$ cat config.mk
export PLATFORM = sky130hd
export DESIGN_NAME = dual_channel_poly_tone_generator_unit
export DESIGN_NICKNAME = d
export VERILOG_FILES = /design/src/rtl/core/dcptg_pkg.sv /design/src/rtl/core/dcptg_voice.sv /design/src/rtl/core/dual_channel_poly_tone_generator_unit.sv
export SDC_FILE = /design/constraint.sdc
export NUM_CORES = 1
export LEC_CHECK = 0
export ABC_AREA = 1
export BUFFER_PORTS_ARGS = -buffer_cell sky130_fd_sc_hd__buf_2
export CORE_ASPECT_RATIO = 1.5
export CORE_MARGIN = 2
export CORE_UTILIZATION = 69
export CTS_CLUSTER_DIAMETER = 150
export DETAILED_ROUTE_END_ITERATION = 12
export PLACE_DENSITY_LB_ADDON = 0.05
export SLEW_MARGIN = 10
export SYNTH_ARGS = -nofsm -noshare
export SYNTH_HDL_FRONTEND = slang
export SYNTH_SLANG_ARGS = --single-unit
export TNS_END_PERCENT = 10
$ cat constraint.sdc
create_clock -name clock -period 13.05 [get_ports clock]
set_input_delay 2.61 -clock clock [delete_from_list [all_inputs] [get_ports clock]]
set_output_delay 2.61 -clock clock [all_outputs]
set_load 0.005 [all_outputs]
$ cat src/rtl/core/dcptg_pkg.sv
// Shared types, codes and lookup tables for the two-voice tone generator.
package dcptg_pkg;

   localparam int unsigned LEVEL_W = 7;

   localparam logic CMD_TICK  = 1'b0;
   localparam logic CMD_WRITE = 1'b1;

   localparam logic [1:0] REG_MODE   = 2'd0;
   localparam logic [1:0] REG_FREQ   = 2'd1;
   localparam logic [1:0] REG_VOLUME = 2'd2;
   localparam logic [1:0] REG_UNUSED = 2'd3;

   localparam logic [1:0] FILT_NONE = 2'd0;
   localparam logic [1:0] FILT_AVG2 = 2'd1;

   localparam logic [7:0] MID_SAMPLE = 8'h80;

   // Bit i of each table is entry i.
   localparam logic [15:0] TAB_P4  = 16'b0111_0000_1010_0110;
   localparam logic [31:0] TAB_P5  = 32'b0110_0101_1011_1101_0100_0100_1110_0000;
   localparam logic [31:0] TAB_P5T = 32'b0010_1110_1100_0111_1100_1101_0010_0001;
   localparam logic [31:0] TAB_D31 = 32'h0008_0002;
   localparam logic [7:0]  TAB_D6  = 8'b0001_0010;

   typedef struct packed {
      logic       tick;
      logic       write;
      logic [1:0] kind;
      logic [7:0] data;
   } voice_ctl_type;

endpackage

$ cat src/rtl/core/dcptg_voice.sv
// One tone voice: registers, divider, polynomial counters and output level.
module dcptg_voice (
   input  logic                           clock,
   input  logic                           reset,
   input  dcptg_pkg::voice_ctl_type       ctl,
   output logic [dcptg_pkg::LEVEL_W-1:0]  level
);
   import dcptg_pkg::*;

   localparam logic [3:0] MODE_HOLD        = 4'd0;
   localparam logic [3:0] MODE_POLY4       = 4'd1;
   localparam logic [3:0] MODE_DIV31_POLY4 = 4'd2;
   localparam logic [3:0] MODE_POLY5_POLY4 = 4'd3;
   localparam logic [3:0] MODE_PURE_A      = 4'd4;
   localparam logic [3:0] MODE_PURE_B      = 4'd5;
   localparam logic [3:0] MODE_DIV31_A     = 4'd6;
   localparam logic [3:0] MODE_POLY5_A     = 4'd7;
   localparam logic [3:0] MODE_POLY9       = 4'd8;
   localparam logic [3:0] MODE_POLY5_B     = 4'd9;
   localparam logic [3:0] MODE_DIV31_B     = 4'd10;
   localparam logic [3:0] MODE_POLY5_SET   = 4'd11;
   localparam logic [3:0] MODE_DIV6_A      = 4'd12;
   localparam logic [3:0] MODE_DIV6_B      = 4'd13;
   localparam logic [3:0] MODE_DIV31_DIV6  = 4'd14;

   logic [3:0]         mode_ff,   mode_in;
   logic [4:0]         freq_ff,   freq_in;
   logic [LEVEL_W-1:0] vol_ff,    vol_in;
   logic [5:0]         count_ff,  count_in;
   logic [5:0]         reload_ff, reload_in;
   logic [3:0]         poly4_ff,  poly4_in;
   logic [4:0]         poly5_ff,  poly5_in;
   logic [2:0]         div6_ff,   div6_in;
   logic [8:0]         poly9_ff,  poly9_in;
   logic [LEVEL_W-1:0] level_ff,  level_in;

   logic [4:0]         p5n;
   logic [3:0]         p4n;
   logic [2:0]         d6n;
   logic [8:0]         p9n;
   logic [LEVEL_W-1:0] toggled;
   logic [LEVEL_W-1:0] p4_level;
   logic [LEVEL_W-1:0] d6_level;
   logic [5:0]         nv;

   always_comb begin
      mode_in   = mode_ff;
      freq_in   = freq_ff;
      vol_in    = vol_ff;
      count_in  = count_ff;
      reload_in = reload_ff;
      poly4_in  = poly4_ff;
      poly5_in  = poly5_ff;
      div6_in   = div6_ff;
      poly9_in  = poly9_ff;
      level_in  = level_ff;

      p5n      = (poly5_ff >= 5'd30) ? 5'd0 : poly5_ff + 5'd1;
      p4n      = (poly4_ff >= 4'd14) ? 4'd0 : poly4_ff + 4'd1;
      d6n      = (div6_ff >= 3'd5) ? 3'd0 : div6_ff + 3'd1;
      p9n      = {poly9_ff[0] ^ poly9_ff[4], poly9_ff[8:1]};
      toggled  = (level_ff == '0) ? vol_ff : '0;
      p4_level = TAB_P4[p4n] ? vol_ff : '0;
      d6_level = TAB_D6[d6n] ? toggled : level_ff;
      nv       = '0;

      if (ctl.write) begin
         case (ctl.kind)
            REG_MODE:   mode_in = ctl.data[3:0];
            REG_FREQ:   freq_in = ctl.data[4:0];
            REG_VOLUME: vol_in  = {ctl.data[3:0], 3'b000};
            default: ;
         endcase
         // re-arm divider
         if (mode_in == MODE_HOLD) begin
            nv       = '0;
            level_in = vol_in;
         end else begin
            nv = {1'b0, freq_in} + 6'd1;
         end
         if (nv != reload_ff) begin
            reload_in = nv;
            if (count_ff == '0 || nv == '0) begin
               count_in = nv;
            end
         end
      end else if (ctl.tick && count_ff != '0) begin
         if (count_ff > 6'd1) begin
            count_in = count_ff - 6'd1;
         end else begin
            count_in = reload_ff;
            poly5_in = p5n;
            case (mode_ff) inside
               MODE_HOLD: ;
               MODE_POLY4: begin
                  poly4_in = p4n;
                  level_in = p4_level;
               end
               MODE_DIV31_POLY4: begin
                  if (TAB_D31[p5n]) begin
                     poly4_in = p4n;
                     level_in = p4_level;
                  end
               end
               MODE_POLY5_POLY4: begin
                  if (TAB_P5T[p5n]) begin
                     poly4_in = p4n;
                     level_in = p4_level;
                  end
               end
               MODE_PURE_A, MODE_PURE_B: level_in = toggled;
               MODE_DIV31_A, MODE_DIV31_B: begin
                  if (TAB_D31[p5n]) level_in = toggled;
               end
               MODE_POLY5_A, MODE_POLY5_B: level_in = TAB_P5[p5n] ? vol_ff : '0;
               MODE_POLY9: begin
                  poly9_in = p9n;
                  level_in = p9n[0] ? vol_ff : '0;
               end
               MODE_POLY5_SET: begin
                  if (TAB_P5[p5n]) level_in = vol_ff;
               end
               MODE_DIV6_A, MODE_DIV6_B: begin
                  div6_in  = d6n;
                  level_in = d6_level;
               end
               MODE_DIV31_DIV6: begin
                  if (TAB_D31[p5n]) begin
                     div6_in  = d6n;
                     level_in = d6_level;
                  end
               end
               default: begin
                  if (TAB_P5T[p5n]) begin
                     div6_in  = d6n;
                     level_in = d6_level;
                  end
               end
            endcase
         end
      end
   end

   always_ff @(posedge clock) begin
      if (reset) begin
         mode_ff   <= '0;
         freq_ff   <= '0;
         vol_ff    <= '0;
         count_ff  <= '0;
         reload_ff <= '0;
         poly4_ff  <= '0;
         poly5_ff  <= '0;
         div6_ff   <= '0;
         poly9_ff  <= 9'd1;
         level_ff  <= '0;
      end else begin
         mode_ff   <= mode_in;
         freq_ff   <= freq_in;
         vol_ff    <= vol_in;
         count_ff  <= count_in;
         reload_ff <= reload_in;
         poly4_ff  <= poly4_in;
         poly5_ff  <= poly5_in;
         div6_ff   <= div6_in;
         poly9_ff  <= poly9_in;
         level_ff  <= level_in;
      end
   end

   // level after this cycle's update, used by the mixer on a tick
   assign level = level_in;

endmodule

$ cat src/rtl/core/dual_channel_poly_tone_generator_unit.sv
// Top level of the two-voice tone generator: request register, voices, mixer, filter.
//
//   channel   direction  handshake               payload
//   req_      in         req_valid / req_stall   command, channel, reg_kind, write_data, paused
//   rsp_      out        rsp_valid / rsp_stall   sample
//   csr_      in         csr_valid / csr_ready   data (filter mode)
//
// One request per cycle while req_stall is low; a tick's sample goes to the output register.
// On a tick both voices update together in the cycle the request leaves the input register.
// Writes give no sample. csr_ready is always high.
// Reset is synchronous; it resets all voice state, filter mode and history, and both valids.
// A stalled sample holds in the output register; the input register keeps one
// more request, and req_stall rises only when both are full and rsp_stall is high.
module dual_channel_poly_tone_generator_unit (
   input  logic       clock,
   input  logic       reset,
   input  logic       req_valid,
   output logic       req_stall,
   input  logic       req_command,
   input  logic       req_channel,
   input  logic [1:0] req_reg_kind,
   input  logic [7:0] req_write_data,
   input  logic       req_paused,
   output logic       rsp_valid,
   input  logic       rsp_stall,
   output logic [7:0] rsp_sample,
   input  logic       csr_valid,
   output logic       csr_ready,
   input  logic [1:0] csr_data
);
   import dcptg_pkg::*;

   logic       valid_ff,   valid_in;
   logic       command_ff;
   logic       channel_ff;
   logic [1:0] kind_ff;
   logic [7:0] data_ff;
   logic       paused_ff;

   logic       out_valid_ff, out_valid_in;
   logic [7:0] sample_ff,    sample_in;
   logic [7:0] prev_ff,      prev_in;
   logic [1:0] filter_ff,    filter_in;

   logic       advance;
   logic       fire;
   logic       tick;
   logic       write_ok;
   logic [7:0] raw;
   logic [8:0] pair_sum;
   logic [7:0] avg;

   voice_ctl_type      ctl [2];
   logic [LEVEL_W-1:0] lvl [2];

   assign advance   = !out_valid_ff || !rsp_stall;
   assign fire      = valid_ff && advance;
   assign tick      = fire && command_ff == CMD_TICK;
   assign write_ok  = fire && command_ff == CMD_WRITE && kind_ff != REG_UNUSED;
   assign req_stall = valid_ff && !advance;
   assign valid_in  = req_valid ? 1'b1 : (valid_ff && !advance);

   for (genvar c = 0; c < 2; c++) begin : g_voice
      always_comb begin
         ctl[c].tick  = tick;
         ctl[c].write = write_ok && channel_ff == 1'(c);
         ctl[c].kind  = kind_ff;
         ctl[c].data  = data_ff;
      end

      dcptg_voice u_voice (
         .clock (clock),
         .reset (reset),
         .ctl   (ctl[c]),
         .level (lvl[c])
      );
   end

   always_comb begin
      raw       = paused_ff ? MID_SAMPLE : ({1'b0, lvl[0]} + {1'b0, lvl[1]});
      pair_sum  = {1'b0, prev_ff} + {1'b0, raw};
      avg       = pair_sum[8:1];
      sample_in = sample_ff;
      prev_in   = prev_ff;
      if (tick) begin
         if (filter_ff == FILT_NONE) begin
            sample_in = raw;
         end else begin
            sample_in = avg;
            prev_in   = (filter_ff == FILT_AVG2) ? raw : avg;
         end
      end
      out_valid_in = advance ? tick : out_valid_ff;
      filter_in    = csr_valid ? csr_data : filter_ff;
   end

   always_ff @(posedge clock) begin
      if (reset) begin
         valid_ff     <= 1'b0;
         out_valid_ff <= 1'b0;
         prev_ff      <= '0;
         filter_ff    <= FILT_NONE;
      end else begin
         valid_ff     <= valid_in;
         out_valid_ff <= out_valid_in;
         prev_ff      <= prev_in;
         filter_ff    <= filter_in;
      end
   end

   always_ff @(posedge clock) begin
      if (req_valid && !req_stall) begin
         command_ff <= req_command;
         channel_ff <= req_channel;
         kind_ff    <= req_reg_kind;
         data_ff    <= req_write_data;
         paused_ff  <= req_paused;
      end
      sample_ff <= sample_in;
   end

   assign rsp_valid  = out_valid_ff;
   assign rsp_sample = sample_ff;
   assign csr_ready  = 1'b1;

endmodule

Word-level counts from Yosys, hierarchy flattened
Memories as Yosys holds them, arrays and structs flattened.
Index checks and enable logic that the tools add are counted.
W data, S select, Z words.

word-level totals
  register bits after elaboration = 142
  memory bits (read-only) = 240
  input port bits = 20
  logic and storage cells = 309
  memories kept = 10

operators by class
  $add $sub $neg = 12
  magnitude comparators = 14
  equal/unequal tests = 42
  mux-type cells = 114
  bitwise gates (word level) = 27
  reductions and logical operators = 60

memories
  memory           words  width  read ports  clocked after memory_dff  write ports  RTL line            source
  (no name shown)  32     1      1           0                         0            dcptg_voice.sv:115  MODE_POLY5_A, MODE_POLY5_B: level_in = TAB_P5[p5n] ? vol_ff : '0;
  (no name shown)  32     1      1           0                         0            dcptg_voice.sv:106  if (TAB_P5T[p5n]) begin
  (no name shown)  32     1      1           0                         0            dcptg_voice.sv:115
  (no name shown)  32     1      1           0                         0            dcptg_voice.sv:106
  (no name shown)  32     1      1           0                         0            dcptg_voice.sv:100  if (TAB_D31[p5n]) begin
  (no name shown)  32     1      1           0                         0            dcptg_voice.sv:100
  +4 memories      n/a    n/a    n/a         n/a                       n/a          n/a

operators by type and width
  kind                   count
  $mux W7                54
  $mux W6                14
  $mux W4                16
  $eq A4 B4 Y1 const B   14
  $eq A4 B3 Y1 const B   8
  $mux W3                10
  $mux W5                6
  $reduce_and A14 Y1     2
  $not A1 Y1             25
  $logic_not A6 Y1       4
  $mux W8                3
  $reduce_and A11 Y1     2
  $reduce_bool A3 Y1     6
  $eq A4 B2 Y1 const B   4
  $logic_not A4 Y1       4
  $reduce_or A2 Y1       8
  $logic_not A7 Y1       2
  $reduce_and A7 Y1      2
  $add A5 B1 Y6 const B  2
  $gt A6 B1 Y1 const B   2
  $lt A5 B6 Y1 const B   2
  $ne A3 B2 Y1 const B   4
  $ne A6 B6 Y1           2
  $reduce_and A3 Y1      4
  25 further kinds       69

Longest topological paths before layout
  word-level depth = 24
  gate-level depth with buffers = 47
  mapped depth without buffers = 46

By module
A second synthesis with hierarchy kept.

second synthesis, totals
  cells, all modules = 1786
  area total of the unflattened synthesis = 11058.1 µm²

by module, submodules not included
  module                                 instances  cells each  area an instance (µm²)
  dcptg_voice                            2          772         4543.1
  dual_channel_poly_tone_generator_unit  1          242         1971.9

Least setup slack after synthesis
Ideal clock, no wire load.

  kind = in2reg
  from = input port rsp_stall
  to = register sample_ff[6] (netlist: rsp_sample[6]) (data pin)
  setup time = 0.260 ns
  arrival = 6.527 ns
  required time = 12.790 ns
  setup slack = 6.263 ns
  stages = 27
  buffers on the path = 1
  cell sequence = nand2_1 -> inv_1 -> nor2_1 -> inv_1 -> nor2_1 -> inv_1 -> nor2_2 -> nand3_1 -> clkbuf_1 -> a21oi_1 -> nand2_1 -> nand2_1 -> inv_1 -> ha_1 -> fa_1 -> o21ai_0 -> a21oi_1 -> ha_1 -> nand2_1 -> o21ai_0 -> a21oi_1 -> o21bai_1 -> a21oi_1 -> o21ai_0 -> xor2_1 -> nand2_1 -> o21ai_0

RTL lines
  item                  RTL line                                      source
  start, declared       dual_channel_poly_tone_generator_unit.sv:25   input logic rsp_stall,
  end signal, assigned  dual_channel_poly_tone_generator_unit.sv:119  sample_ff <= sample_in;
  end, declared         dual_channel_poly_tone_generator_unit.sv:41   logic [7:0] sample_ff, sample_in;

==> key figures <==
Drt
  – Average wire per standard cell: approximately 15 µm
  – Vias per cell: between 5 and 6
  – Drt pass-1 iters: 5
  – WL final: 32.1 mm
  – Antenna viol nets, final: 0
  – DRC: 0
  – Vias: approximately 12000
  – DRT iter0 DRCs: around 920

STA
  – Final hold violations: 0
  – Fmax: 0.126 GHz
  – Final Skew: around 0.0099 ns
  – Final setup violation count: 0
  – Slew Viols, Final: 0
  – Max-slew headroom: 26.8%
  – Setup TNS: 0 ns
  – Period utilization: 60.8%
  – Slew of the pin with the lowest slew margin: 1.09 ns
  – Min Tclk post-route: ~8 ns
  – RSZ-0062 raised after global routing: false

Synth
  – YS warnings: 0
  – Post-Syn Instances: 1853
  – Average size of a mapped cell: 5.95 µm²
  – Syn_nets: 1909
  – Post-synth top flop: dfxtp_1
  – Seq cells post-synth: 142
  – Ys async rst share: 0%
  – Sequential area share after synthesis: a little over a quarter
  – Cell variety after synth: between 50 and 60
  – Post-synth EDFFs: 18
  – Mapped Area: 11000 µm²

CTS
  – CTS tree: done
  – CTS resizes: 0
  – Clk_lat worst skew: roughly 0.44 ns
  – Post-CTS Hold Fix Bufs: 0
  – H-tree depth: 4
  – Root Driver: clkbuf_16
  – Clk buf depth: 2
  – Setup bufs post-CTS: 0
  – CTS Buf Count: 17
  – Reg clk slew, reported paths: roughly 0.070 ns
  – CTS sink count: approximately 140

Layout
  – Area growth syn-to-layout: 7.43%
  – Util after Layout: 75.8%
  – Final Net Count: approximately 1900
  – Antenna cells: 0
  – Post-route cell area: approximately 12000 µm²
  – Fill count: about 1300
  – Share of cells above drive strength 1: 7.11%

Place
  – Global placer's final weighted congestion: 1.04
  – Post-DP Area: 11300 µm²
  – Buffers on Ports: 26
  – Dpl hpwl: between 20 and 25 mm

Setup path
  – Critical path class: input pin to register
  – CP required: 13.41 ns
  – Critical Path AT: 8.30 ns
  – Startpoint Class: input pin
  – Worst r2r path cells: 40
  – Critical Path End Type: register
  – CP Max Fanout: 14

Worst hold path
  – Type of the worst min-delay path: register to register
  – Hold path depth: 2

Floorplanning
  – IO Count: 31
  – Initial Util: 70.6%
  – Die Ht: 159 µm
  – # rows: 56
  – Core footprint: 15600 µm²
  – Die footprint: roughly 17000 µm²
  – Die Width: ~110 µm

Status
  – Status: finished, final reports clean

GRT
  – Global-route wire length before repair: 52.7 mm
  – GRT Total Usage: 38.2%
  – Largest net degree at the start of global routing: 71
  – Initial antenna violation count: 0
  – Via count of the first global-routing pass: about 12000
  – Total gr overflow: 0

Power and ir drop
  – Cell Pwr Density: 103 nW/µm²
  – VDD IR max: ~81 µV
  – Final Power: 1.22 mW
  – Leak Pwr: 5.78 nW

Run
  – Max Cap Viol: 0
cells by family (layout without fill, tap and decap cells):
kind of cell / Yosys count / count (layout) / synth area share (%)
DFF: 142 / 142 / 27.4
adders and majority gates: 36 / 36 / 4.22
xor gates and xnor gates: 23 / 23 / 1.83
AOI/OAI and AO/OA: 440 / 440 / 21.5
other: 1 / 1 / 0.0340
and+or+nand+nor: 884 / 884 / 33.6
buffers and inverters: 327 / 344 / 11.5
area by class of cell:
class / count / area [µm²] / area share [%]
well taps: 203 / 254 / 2.14
flip-flops and latches: 142 / 3020 / 25.5
multi-input cells: 1384 / 6740 / 56.9
repair buffers: 37 / 213 / 1.79
clock buffers: 17 / 425 / 3.59
inverters: 275 / 1030 / 8.71
clock inverters: 15 / 163 / 1.37
stage by stage:
step | std cells | hold slack, ns | worst slack (ns)
3_5_place_dp | 2041 | 0.452 | 4.83
2_1_floorplan | 1853 | 0.425 | 6.26
3_3_place_gp | 2041 | 0.435 | 5.07
5_1_grt | 2073 | 0.492 | 4.83
4_1_cts | 2073 | 0.462 | 5.26
6_report | 2073 | 0.464 | 5.11
cell usage after synthesis (10+ instances only):
master,instances,area [µm²]
nor2_1,218,818
nand3_2,10,100
nand2_1,491,1840
dfxtp_1,124,2480
inv_2,15,56.3
inv_1,258,968
clkbuf_1,35,131
edfxtp_1,18,541
ha_1,34,425
o21ai_0,170,851
nand2_2,13,81.3
a21oi_1,179,896
xor2_1,15,131
a31oi_1,17,106
nand4_1,15,93.8
nand3_1,97,485
o21ai_1,27,135
o211ai_1,16,120
nor3_1,16,80.1
sequential cells by signal, indices dropped and copies added, names as in the netlist:
register,flops
channel_ff,1
command_ff,1
data_ff,5
filter_ff,2
g_voice.u_voice.count_ff,12
g_voice.u_voice.div6_ff,6
g_voice.u_voice.freq_ff,10
g_voice.u_voice.level_ff,14
g_voice.u_voice.mode_ff,8
g_voice.u_voice.poly4_ff,8
g_voice.u_voice.poly5_ff,10
g_voice.u_voice.poly9_ff,18
g_voice.u_voice.reload_ff,12
g_voice.u_voice.vol_ff,14
kind_ff,2
paused_ff,1
prev_ff,8
rsp_sample,8
rsp_valid,1
valid_ff,1
path summary, 6_finish.rpt:
check                            startpoint                            end  slack, ns
max                               rsp_stall                     prev_ff[6]       5.11
min           g_voice[1].u_voice.freq_ff[4]  g_voice[1].u_voice.freq_ff[4]       0.46
max reg2reg  g_voice[0].u_voice.poly5_ff[0]                     prev_ff[6]       6.56
min reg2reg   g_voice[1].u_voice.freq_ff[4]  g_voice[1].u_voice.freq_ff[4]       0.46
per-layer routing:
metal | track usage (%) | up-vias | share of wire [%]
met2 | 66.8 | 560 | 49
met3 | 5.83 | 188 | 6.8
met4 | 24.3 | 0 | 6.9
met5 | 0 | - | 0
li1 | - | 6012 | -
met1 | 42.1 | 5441 | 37
cell usage in the layout, fill, tap and decap left out, types with 11 or more instances in the layout:
master,count
inv_2,16
dfxtp_1,124
nand2_1,491
o21ai_1,27
buf_2,26
nand3_1,97
nand4_1,15
nand2_2,13
xor2_1,15
nor2_1,218
ha_1,34
a21oi_1,179
edfxtp_1,18
o211ai_1,16
a31oi_1,17
nor3_1,16
o21ai_0,170
clkbuf_16,17
inv_1,257
buf_4,11
where the power goes:
| part | switching [mW] | internal, mW | leakage (nW) |
|---|---|---|---|
| Sequential | 0.0147 | 0.457 | 1.17 |
| Clock | 0.218 | 0.272 | 0.295 |
| Combinational | 0.179 | 0.0791 | 4.31 |
worst max-delay path: stages:
cell	delay (ns)
buf_2	0.09
nand2_1	0.09
inv_1	0.06
nor2_1	0.10
inv_1	0.07
nor2_1	0.61
inv_1	0.32
nor2_2	0.42
nand3_1	0.58
a21oi_1	0.30
nand2_1	0.07
nand2_1	0.09
inv_1	0.08
ha_1	0.21
fa_1	0.41
o21ai_0	0.17
a21oi_1	0.10
ha_1	0.37
nand2_1	0.07
o21ai_0	0.32
a21oi_1	0.11
o21bai_1	0.24
a21oi_1	0.12
o21ai_0	0.20
xor2_1	0.22
o21ai_0	0.12
a21oi_1	0.15
(Power assumes the default switching activity.)
